===== src/hdl/assert_macros.svh =====
// ----------------------------------------------------------------------------
// Assertion macros
// Shared concurrent assertion forms, clocked and disabled during reset.
// ----------------------------------------------------------------------------
`ifndef ASSERT_MACROS_SVH
`define ASSERT_MACROS_SVH

// same-cycle implication
`define ASSERT_IMPLIES(label, clk, rst, ante, cons, msg) \
  label: assert property (@(posedge clk) disable iff (rst) (ante) |-> (cons)) \
    else $error(msg);

// next-cycle implication
`define ASSERT_NEXT(label, clk, rst, ante, cons, msg) \
  label: assert property (@(posedge clk) disable iff (rst) (ante) |=> (cons)) \
    else $error(msg);

`endif


===== src/hdl/rrpm_pkg.sv =====
// ----------------------------------------------------------------------------
// rrpm_pkg
// Shared widths, defaults and types of the round-robin packet merge.
// ----------------------------------------------------------------------------
package rrpm_pkg;

  localparam int NUM_INPUTS_DEF = 4;
  localparam int FIFO_DEPTH_DEF = 16;

  localparam int SOURCE_W  = 2;
  localparam int PAYLOAD_W = 32;
  localparam int STAMP_W   = 64;
  localparam int ACTIVE_W  = 3;

  localparam logic [ACTIVE_W-1:0] ACTIVE_RESET = 3'd4;

  // one buffered packet
  typedef struct packed {
    logic [PAYLOAD_W-1:0]        payload;
    logic signed [STAMP_W-1:0]   stamp;
    logic                        end_mark;
  } slot_data_t;

  // one merged result
  typedef struct packed {
    logic [PAYLOAD_W-1:0]        out_payload;
    logic signed [STAMP_W-1:0]   out_stamp;
    logic                        out_end_mark;
    logic [SOURCE_W-1:0]         out_source;
    logic                        last_of_run;
    logic                        all_done;
    logic                        dropped;
  } result_t;

  // controller -> output stage
  typedef struct packed {
    logic    load;
    result_t res;
  } out_load_t;

endpackage


===== src/hdl/rrpm_if.sv =====
// ----------------------------------------------------------------------------
// rrpm interfaces
// Arrival, result and configuration channels with valid/ready handshake.
// ----------------------------------------------------------------------------
interface packet_if;
  logic                                   valid;
  logic                                   ready;
  logic [rrpm_pkg::SOURCE_W-1:0]          src;
  logic [rrpm_pkg::PAYLOAD_W-1:0]         payload;
  logic signed [rrpm_pkg::STAMP_W-1:0]    stamp;
  logic                                   end_mark;
  logic                                   clear_ends;

  modport source (output valid, src, payload, stamp, end_mark, clear_ends,
                  input ready);
  modport sink   (input valid, src, payload, stamp, end_mark, clear_ends,
                  output ready);
endinterface


interface cfg_if;
  logic                                   valid;
  logic                                   ready;
  logic [rrpm_pkg::ACTIVE_W-1:0]          data;

  modport source (output valid, data, input ready);
  modport sink   (input valid, data, output ready);
endinterface


===== src/hdl/rrpm_ctrl.sv =====
// ----------------------------------------------------------------------------
// rrpm_ctrl
// Queue bookkeeping and drain sequencer. Per arrival the drain runs a dry
// pass that finds the emit count and the done flag, then, if there is anything
// to emit, a replay from a snapshot that emits the packets.
// ----------------------------------------------------------------------------
module rrpm_ctrl #(
  parameter int NUM_INPUTS = rrpm_pkg::NUM_INPUTS_DEF,
  parameter int FIFO_DEPTH = rrpm_pkg::FIFO_DEPTH_DEF,
  localparam int SLOTS     = NUM_INPUTS * FIFO_DEPTH,
  localparam int SLOT_W    = $clog2(SLOTS)
) (
  input  logic                  clk,
  input  logic                  rst,
  packet_if.sink                arrival,
  cfg_if.sink                   cfg,
  output logic                  mem_we,
  output logic [SLOT_W-1:0]     mem_waddr,
  output rrpm_pkg::slot_data_t  mem_wdata,
  output logic                  mem_re,
  output logic [SLOT_W-1:0]     mem_raddr,
  input  rrpm_pkg::slot_data_t  mem_rdata,
  input  logic                  out_free,
  output rrpm_pkg::out_load_t   ld
);

  localparam int PTR_W  = $clog2(NUM_INPUTS);
  localparam int HEAD_W = $clog2(FIFO_DEPTH);
  localparam int CNT_W  = $clog2(FIFO_DEPTH + 1);
  localparam int ACT_W  = $clog2(NUM_INPUTS + 1);
  localparam int N_W    = $clog2(SLOTS + 1);
  localparam logic [SLOT_W-1:0] DEPTH_L = SLOT_W'(FIFO_DEPTH);
  localparam logic [HEAD_W:0]   DEPTH_H = (HEAD_W + 1)'(FIFO_DEPTH);

  typedef enum logic [1:0] {IDLE, SCAN, FETCH, STATUS} state_t;

  state_t                        state;
  logic [rrpm_pkg::ACTIVE_W-1:0] active_reg;
  logic                          replay;

  // working queue state
  logic [PTR_W-1:0]  w_ptr;
  logic [HEAD_W-1:0] w_head  [NUM_INPUTS];
  logic [CNT_W-1:0]  w_cnt   [NUM_INPUTS];
  logic              w_ended [NUM_INPUTS];
  // snapshot taken after the arrival, restored for the replay
  logic [PTR_W-1:0]  c_ptr;
  logic [HEAD_W-1:0] c_head  [NUM_INPUTS];
  logic [CNT_W-1:0]  c_cnt   [NUM_INPUTS];
  logic              c_ended [NUM_INPUTS];

  logic [ACT_W-1:0] skips;
  logic [PTR_W-1:0] rd_ptr;
  logic [N_W-1:0]   n_total;
  logic [N_W-1:0]   k;
  logic             drop_r;
  logic             done_r;

  logic [ACT_W-1:0]  act;
  logic              accept;
  logic [PTR_W-1:0]  src_idx;
  logic              drop_now;
  logic [HEAD_W:0]   pos_sum;
  logic [HEAD_W-1:0] wr_pos;
  logic              arr_ended [NUM_INPUTS];
  logic [CNT_W-1:0]  arr_cnt   [NUM_INPUTS];
  logic [PTR_W-1:0]  arr_ptr;
  logic [PTR_W-1:0]  p;
  logic [PTR_W-1:0]  next_ptr;
  logic [HEAD_W-1:0] head_inc;
  logic              p_ended;
  logic              p_empty;
  logic              done_now;

  assign cfg.ready     = 1'b1;
  assign arrival.ready = (state == IDLE);
  assign accept        = arrival.valid && arrival.ready;

  always_comb begin
    if (active_reg == '0) begin
      act = ACT_W'(1);
    end else if (int'(active_reg) > NUM_INPUTS) begin
      act = ACT_W'(NUM_INPUTS);
    end else begin
      act = ACT_W'(active_reg);
    end
  end

  // arrival side
  always_comb begin
    src_idx  = PTR_W'(arrival.src);
    drop_now = (int'(arrival.src) >= int'(act))
            || (int'(w_cnt[src_idx]) >= FIFO_DEPTH);
    pos_sum  = (HEAD_W + 1)'(w_head[src_idx]) + (HEAD_W + 1)'(w_cnt[src_idx]);
    if (int'(pos_sum) >= FIFO_DEPTH) begin
      wr_pos = HEAD_W'(pos_sum - DEPTH_H);
    end else begin
      wr_pos = HEAD_W'(pos_sum);
    end
    for (int i = 0; i < NUM_INPUTS; i++) begin
      arr_ended[i] = arrival.clear_ends ? 1'b0 : w_ended[i];
      arr_cnt[i]   = w_cnt[i];
    end
    if (!drop_now) begin
      arr_cnt[src_idx] = w_cnt[src_idx] + 1'b1;
    end
    arr_ptr = (int'(w_ptr) >= int'(act)) ? '0 : w_ptr;
  end

  assign mem_we             = accept && !drop_now;
  assign mem_waddr          = SLOT_W'(src_idx) * DEPTH_L + SLOT_W'(wr_pos);
  assign mem_wdata.payload  = arrival.payload;
  assign mem_wdata.stamp    = arrival.stamp;
  assign mem_wdata.end_mark = arrival.end_mark;

  // drain step
  always_comb begin
    p        = w_ptr;
    p_ended  = w_ended[p];
    p_empty  = (w_cnt[p] == '0);
    next_ptr = (int'(p) + 1 >= int'(act)) ? '0 : p + 1'b1;
    head_inc = (int'(w_head[p]) + 1 >= FIFO_DEPTH) ? '0 : w_head[p] + 1'b1;
    done_now = 1'b1;
    for (int i = 0; i < NUM_INPUTS; i++) begin
      if (i < int'(act) && !w_ended[i]) begin
        done_now = 1'b0;
      end
    end
  end

  assign mem_re    = (state == SCAN) && !p_ended && !p_empty;
  assign mem_raddr = SLOT_W'(p) * DEPTH_L + SLOT_W'(w_head[p]);

  always_comb begin
    ld.load = out_free && (((state == FETCH) && replay) || (state == STATUS));
    ld.res.all_done = done_r;
    ld.res.dropped  = drop_r;
    if (state == STATUS) begin
      ld.res.out_payload  = '0;
      ld.res.out_stamp    = '0;
      ld.res.out_end_mark = 1'b0;
      ld.res.out_source   = '0;
      ld.res.last_of_run  = 1'b0;
    end else begin
      ld.res.out_payload  = mem_rdata.payload;
      ld.res.out_stamp    = mem_rdata.stamp;
      ld.res.out_end_mark = mem_rdata.end_mark;
      ld.res.out_source   = rrpm_pkg::SOURCE_W'(rd_ptr);
      ld.res.last_of_run  = ((k + 1'b1) == n_total);
    end
  end

  always_ff @(posedge clk) begin
    if (rst) begin
      state      <= IDLE;
      active_reg <= rrpm_pkg::ACTIVE_RESET;
      replay     <= 1'b0;
      w_ptr      <= '0;
      c_ptr      <= '0;
      skips      <= '0;
      rd_ptr     <= '0;
      n_total    <= '0;
      k          <= '0;
      drop_r     <= 1'b0;
      done_r     <= 1'b0;
      for (int i = 0; i < NUM_INPUTS; i++) begin
        w_head[i]  <= '0;
        w_cnt[i]   <= '0;
        w_ended[i] <= 1'b0;
        c_head[i]  <= '0;
        c_cnt[i]   <= '0;
        c_ended[i] <= 1'b0;
      end
    end else begin
      if (cfg.valid) begin
        active_reg <= cfg.data;
      end
      unique case (state)
        IDLE: begin
          if (arrival.valid) begin
            for (int i = 0; i < NUM_INPUTS; i++) begin
              w_ended[i] <= arr_ended[i];
              c_ended[i] <= arr_ended[i];
              w_cnt[i]   <= arr_cnt[i];
              c_cnt[i]   <= arr_cnt[i];
              c_head[i]  <= w_head[i];
            end
            w_ptr   <= arr_ptr;
            c_ptr   <= arr_ptr;
            drop_r  <= drop_now;
            n_total <= '0;
            skips   <= '0;
            replay  <= 1'b0;
            state   <= SCAN;
          end
        end
        SCAN: begin
          if (p_ended && (int'(skips) + 1 < int'(act))) begin
            skips <= skips + 1'b1;
            w_ptr <= next_ptr;
          end else if (!p_ended && !p_empty) begin
            w_head[p] <= head_inc;
            w_cnt[p]  <= w_cnt[p] - 1'b1;
            w_ptr     <= next_ptr;
            skips     <= '0;
            rd_ptr    <= p;
            state     <= FETCH;
          end else if (replay) begin
            state <= IDLE;
          end else begin
            // dry pass over: keep its flags, then either report status
            // or rewind to the snapshot and emit
            done_r <= done_now;
            if (n_total == '0) begin
              state <= STATUS;
            end else begin
              for (int i = 0; i < NUM_INPUTS; i++) begin
                w_head[i]  <= c_head[i];
                w_cnt[i]   <= c_cnt[i];
                w_ended[i] <= c_ended[i];
              end
              w_ptr  <= c_ptr;
              skips  <= '0;
              k      <= '0;
              replay <= 1'b1;
            end
          end
        end
        FETCH: begin
          if (!replay || out_free) begin
            if (mem_rdata.end_mark) begin
              w_ended[rd_ptr] <= 1'b1;
            end
            if (replay) begin
              k <= k + 1'b1;
            end else begin
              n_total <= n_total + 1'b1;
            end
            state <= SCAN;
          end
        end
        STATUS: begin
          if (out_free) begin
            state <= IDLE;
          end
        end
        default: begin
          state <= IDLE;
        end
      endcase
    end
  end

endmodule

===== src/flat_wrapper.sv =====
// flat-port wrapper written by rule: the top's interface ports become plain ports
module rrpm_ctrl_flat 
#(
  parameter int NUM_INPUTS = rrpm_pkg::NUM_INPUTS_DEF,
  parameter int FIFO_DEPTH = rrpm_pkg::FIFO_DEPTH_DEF,
  localparam int SLOTS     = NUM_INPUTS * FIFO_DEPTH,
  localparam int SLOT_W    = $clog2(SLOTS)
)
  (clk, rst, mem_we, mem_waddr, mem_wdata, mem_re, mem_raddr, mem_rdata, out_free, ld, arrival_valid, arrival_src, arrival_payload, arrival_stamp, arrival_end_mark, arrival_clear_ends, arrival_ready, cfg_valid, cfg_data, cfg_ready);
  packet_if arrival_i ();
  cfg_if cfg_i ();
  input  logic clk;
  input  logic rst;
  output logic mem_we;
  output logic [SLOT_W-1:0] mem_waddr;
  output rrpm_pkg::slot_data_t mem_wdata;
  output logic mem_re;
  output logic [SLOT_W-1:0] mem_raddr;
  input  rrpm_pkg::slot_data_t mem_rdata;
  input  logic out_free;
  output rrpm_pkg::out_load_t ld;
  input wire logic [$bits(arrival_i.valid)-1:0] arrival_valid;
  input wire logic [$bits(arrival_i.src)-1:0] arrival_src;
  input wire logic [$bits(arrival_i.payload)-1:0] arrival_payload;
  input wire logic [$bits(arrival_i.stamp)-1:0] arrival_stamp;
  input wire logic [$bits(arrival_i.end_mark)-1:0] arrival_end_mark;
  input wire logic [$bits(arrival_i.clear_ends)-1:0] arrival_clear_ends;
  output wire logic [$bits(arrival_i.ready)-1:0] arrival_ready;
  input wire logic [$bits(cfg_i.valid)-1:0] cfg_valid;
  input wire logic [$bits(cfg_i.data)-1:0] cfg_data;
  output wire logic [$bits(cfg_i.ready)-1:0] cfg_ready;
  assign arrival_i.valid = arrival_valid;
  assign arrival_i.src = arrival_src;
  assign arrival_i.payload = arrival_payload;
  assign arrival_i.stamp = arrival_stamp;
  assign arrival_i.end_mark = arrival_end_mark;
  assign arrival_i.clear_ends = arrival_clear_ends;
  assign arrival_ready = arrival_i.ready;
  assign cfg_i.valid = cfg_valid;
  assign cfg_i.data = cfg_data;
  assign cfg_ready = cfg_i.ready;
  rrpm_ctrl #(.NUM_INPUTS(NUM_INPUTS), .FIFO_DEPTH(FIFO_DEPTH)) u_core (.clk(clk), .rst(rst), .arrival(arrival_i), .cfg(cfg_i), .mem_we(mem_we), .mem_waddr(mem_waddr), .mem_wdata(mem_wdata), .mem_re(mem_re), .mem_raddr(mem_raddr), .mem_rdata(mem_rdata), .out_free(out_free), .ld(ld));
endmodule

===== config.mk =====
export PLATFORM = sky130hd
export DESIGN_NAME = rrpm_ctrl_flat
export DESIGN_NICKNAME = d
export VERILOG_FILES = /design/src/hdl/assert_macros.svh /design/src/hdl/rrpm_pkg.sv /design/src/hdl/rrpm_if.sv /design/src/hdl/rrpm_ctrl.sv /design/src/flat_wrapper.sv
export SDC_FILE = /design/constraint.sdc
export NUM_CORES = 1
export LEC_CHECK = 0
export BUFFER_PORTS_ARGS = -buffer_cell sky130_fd_sc_hd__buf_2
export CORE_AREA = 2 2 163 165
export CTS_CLUSTER_SIZE = 30
export DETAILED_ROUTE_END_ITERATION = 8
export DIE_AREA = 0 0 165 167
export PLACE_DENSITY = 0.6
export RECOVER_POWER = 25
export SLEW_MARGIN = 20
export SYNTH_ARGS = -nofsm -noshare
export SYNTH_HDL_FRONTEND = slang
export SYNTH_SLANG_ARGS = --single-unit

===== constraint.sdc =====
create_clock -name clk -period 5.78 [get_ports clk]
set_input_delay 0.578 -clock clk [delete_from_list [all_inputs] [get_ports clk]]
set_output_delay 0.578 -clock clk [all_outputs]
set_load 0.02 [all_outputs]

# Yosys cells after proc, flatten, opt, wreduce, memory -nomap -nowiden
# Memories as Yosys holds them, arrays and structs flattened. A register that Yosys moved wholly into a read port is not among the register bits.
# Index checks and enable logic that the tools add are counted.
# classes
mux	125
bitwise_logic	36
addsub	14
n_eq_ne	16
n_lt_le_gt_ge	14
reduce_logical	42
# op_table
cell	n
$mux 100	1
$mux 5	14
$mux 7	9
$mux 1	51
$mux 2	23
$mux 4	11
$ge 32x4->1	1
$ge 32x6->1 const B	1
$lt 32x4->1	1
$or 1x1->1	32
$pmux 7 s2	2
$mux 3	7
$bwmux 20	1
$mux 20	1
$ne 2x2->1 const B	8
$reduce_and 4->1	4
$add 7x1->7 const B	2
$logic_and 1x1->1	13
$add 6x4->6	2
$demux 5 s2	1
$ge 5x5->1 const B	2
$logic_not 1->1	8
$ne 4x4->1 const B	2
$pmux 2 s4	1
39 further kinds	49
# totals
register_bits	31
mem_bits_rw	80
out_inout_bits	216
input_bits	205
mem_count	6
word_cells	264
# memory_table
name	words	width	rd	rd_clocked_by_memory_dff	write_ports	line_no	text
u_core.c_cnt	4	5	4	0	4	rrpm_ctrl.sv:49	logic [CNT_W-1:0] c_cnt [NUM_INPUTS];
u_core.w_cnt	4	5	6	1	4	rrpm_ctrl.sv:44	logic [CNT_W-1:0] w_cnt [NUM_INPUTS];
u_core.c_head	4	4	4	0	4	rrpm_ctrl.sv:48	logic [HEAD_W-1:0] c_head [NUM_INPUTS];
u_core.w_head	4	4	6	1	4	rrpm_ctrl.sv:43	logic [HEAD_W-1:0] w_head [NUM_INPUTS];
u_core.c_ended	4	1	4	0	4	rrpm_ctrl.sv:50	logic c_ended [NUM_INPUTS];
u_core.w_ended	4	1	5	1	4	rrpm_ctrl.sv:45	logic w_ended [NUM_INPUTS];

# Longest topological paths before layout
# logic_depth
ltp_word	11
ltp_mapped	10
mapped_depth_nobuf	9

# Worst setup path before layout
# OpenSTA, ideal clock, no wires.
# synth_timing
path_type	in2reg
from	input arrival_valid
to	memory u_core.w_cnt[1][0] (netlist name), enable pin
required_time_ns	5.406
stages	7
slack_ns	2.557
arrival_time_ns	2.849
path_buffers	1
setup_time_ns	0.374
cell_sequence	nor2b_1 and2_1 nor2_1 inv_1 clkbuf_1 nor2_1 o21ai_0
# synth_rtl
item	line_no	text
start, declared	flat_wrapper.sv:22	input wire logic [$bits(arrival_i.valid)-1:0] arrival_valid;
end, declared	rrpm_ctrl.sv:44	

==> results_dict.tcl <==
set metrics [dict create \
    insertion_delay_ps 430 \
    grt_pass1_wl_mm 48.5 \
    yosysTopAreaCell "edfxtp_1" \
    ys_top_cells_by_area "edfxtp_1 (31%), buf_4 (10%), and2_1 (9.8%)" \
    hold_path_class "in -> reg" \
    clkSlewWorstSetupHoldPaths_ps 60 \
    coreArea_um2 25800 \
    drt_iter0_drc 745 \
    switching_share_pct 42.7 \
    max_slew_margin_pct 23.8 \
    required_ps 5200 \
    fmax_mhz 266 \
    dr.pass1.iters 5 \
    async_flop_share_pct 0 \
    viasPerCell 5.28 \
    final_cells 1237 \
    min_period_over_period_pct 64.9 \
    routed_wl_mm 35.7 \
    port_buffers 225 \
    ant_nets 0 \
    status "finished clean" \
    setup_violations 0 \
    cts_tree "built" \
    dieArea_um2 27600 \
    critPathCapture "mem_re" \
    path_class "reg -> out" \
    area_growth_pct 15.6 \
    multi_input_area_um2 3710 \
    cp_slowest_cell "dfxtp_1" \
    htree_levels 4 \
    leakage_nw 3.79 \
    synth-edff-count 80 \
    pwr-share-clk_pct 25.1 \
    rrSetupSlack_ps 2210 \
    power_frac_seq_pct 32.1 \
    rr_endpoint "u_core.w_cnt[1][1]$_DFFE_PP_" \
    synth_nets 1000 \
    syn_area_um2 7760 \
    die_y_um 167 \
    fin_nets 1113 \
    drc 0 \
    crit_cells 7 \
    ys_top_cells_by_count "and2_1 (121), buf_4 (103), edfxtp_1 (80), nor2_1 (68), nand2_1 (46)" \
    skew_ps 12.0 \
    slowest_delay_ps 670 \
    cp_cell_sequence "mux4_1, inv_1, ha_1, nor4b_4, or2_2, nor2_1, buf_2" \
    wl_per_cell_um 28.9 \
    worst_pin_slew_ps 1140 \
    placed_cells_incl_taps 1201 \
    reg.largest.list "u_core.c_cnt (20), u_core.w_cnt (20)" \
    slew_violations 0 \
    drive_above_1_share_pct 32.3 \
    p_sw_mw 1.65 \
    first_global_vias 6168 \
    worst_r2r_path_depth 8 \
    antenna_found_initial 18 \
    critical-path-top-delay-family "simple AND/OR/NAND/NOR gates" \
    grt_setup_unrepaired "no" \
    initial_core_util_pct 30.1 \
    grt_max_degree 101 \
    rows 59 \
    cts_resized 0 \
    cts_root_buffer "clkbuf_16" \
    ys_ff_latch 113 \
    cp-start-kind "register" \
    synth_seq_area_share_pct 39.5 \
    gp_congestion 0.943 \
    total_power_mw 3.87 \
    regArea_um2 3060 \
    finalSetupTns_ps 0 \
    postCtsSetupBuffers 0 \
    cts_hold_buf 0 \
    cts_buffer_depth 2 \
    power.density_nw_per_um2 431 \
    hpwl_mm 29.9 \
    hold_viol_final 0 \
    yosys_most_used_dff "edfxtp_1" \
    ir_drop_mv 0.207 \
    fin_crit_ps 3750 \
    avgSynthCellArea_um2 10.1 \
    end_kind "output pin" \
    numCtsBuffers 17 \
    die_w_um 165 \
    vias 6534 \
    cellInternalPower_mw 2.22 \
    grt_util_all_layers_pct 25.6 \
    pwr-share-comb_pct 42.9 \
    arrival_ps 3180 \
    fillCellCount 2596 \
    netlist.area_leader.share_pct 30.9 \
    yosysMostFrequentCell "and2_1" \
    clkSinkCount 113 \
    cp_max_fo 10 \
    crit_buf_inv 2 \
    synth_warnings 0 \
    overflow 0 \
    ioPinCount 421 \
    synth_cell_types 64 \
    syn_inst 772 \
    max_cap_viol_count 0 \
]
[cell families after synthesis]
kind of cell	count (synthesis)	share of synthesized area [%]
xor gates and xnor gates	24	2.71
buffers and inverters	156	13.0
and+or+nand+nor	298	20.9
other	1	0.0483
muxes	33	7.66
DFF	113	39.5
AOI/OAI and AO/OA	122	12.2
adders and majority gates	25	4.06
[metrics by stage]
| step | area (µm²) | hold slack (ps) | worst slack [ps] | util, % |
|---|---|---|---|---|
| detailed placement | 8420 | 458 | 2230 | 32.7 |
| floorplan | 7760 | 444 | 2560 | - |
| finish | 8970 | 386 | 2030 | 34.8 |
| global route | 8970 | 389 | 1830 | 34.8 |
| global placement | 8420 | 456 | 2290 | 32.7 |
| CTS | 8960 | 380 | 2040 | 34.8 |
[power by group through the flow]
| stage | logic, mW | registers (mW) | clock network (mW) |
|---|---|---|---|
| floorplan | 1.23 | 1.15 | 0 |
| global placement | 1.64 | 1.25 | 0 |
| detailed placement | 1.65 | 1.24 | 0 |
| CTS | 1.65 | 1.23 | 0.973 |
| global route | 1.79 | 1.26 | 1.01 |
| finish | 1.66 | 1.24 | 0.970 |
[layout by cell type (no fill, tap or decap), types with 5 or more instances in the layout]
cell and n:
a211o_1 7, a211oi_1 8, a21oi_1 26, a221o_1 11, a32o_1 16, and2_1 121, and3_1 5, buf_2 222
clkbuf_1 5, clkbuf_16 18, clkinv_2 6, dfxtp_1 33, edfxtp_1 80, ha_1 22, inv_1 21, mux2i_1 14
mux4_1 7, mux4_2 12, nand2_1 45, nand3_1 10, nor2_1 68, nor2b_1 6, nor3_1 10, o211ai_1 5
o21ai_0 16, or3_1 5, xnor2_1 15, xor2_1 9
[area by class of cell]
| type | instances | share of cell area [%] |
|---|---|---|
| multi-input combinational | 503 | 41.3 |
| clock inverter | 10 | 0.614 |
| clock buffer | 22 | 5.41 |
| tap | 335 | 4.67 |
| antenna | 4 | 0.112 |
| sequential | 113 | 34.1 |
| timing repair buffer | 229 | 12.8 |
| inverter | 21 | 0.879 |
[worst reg2reg max path, cell delays in order, from the launching register on]
cell	delay (ps)
dfxtp_1	670
mux4_1	670
inv_1	220
ha_1	190
nor4b_4	370
or2_2	320
and3_1	270
nor2_1	160
o21ai_0	330
[layer usage]
layer | up-vias | track usage, % | part of all wire [%]
met5 | - | 0 | 0.15
met4 | 8 | 8.32 | 2.5
met3 | 53 | 15.7 | 16
met2 | 438 | 39.0 | 44
met1 | 3139 | 29.6 | 37
li1 | 2896 | - | -
[how the worst min path moves through the flow]
| stage | startpoint | endpoint | cells past startpoint | slack (ps) |
|---|---|---|---|---|
| floorplan | u_core.done_r$_SDFFE_PP0P_ | u_core.done_r$_SDFFE_PP0P_ | 2 | 440 |
| global placement | u_core.done_r$_SDFFE_PP0P_ | u_core.done_r$_SDFFE_PP0P_ | 2 | 460 |
| detailed placement | u_core.done_r$_SDFFE_PP0P_ | u_core.done_r$_SDFFE_PP0P_ | 2 | 460 |
| CTS | cfg_data[0] | u_core.active_reg[0]$_SDFFE_PP0P_ | 3 | 380 |
| global route | cfg_data[1] | u_core.active_reg[1]$_SDFFE_PP0P_ | 3 | 390 |
| finish | cfg_data[2] | u_core.active_reg[2]$_SDFFE_PP1P_ | 3 | 390 |
Power figures use the tool's default switching activity.
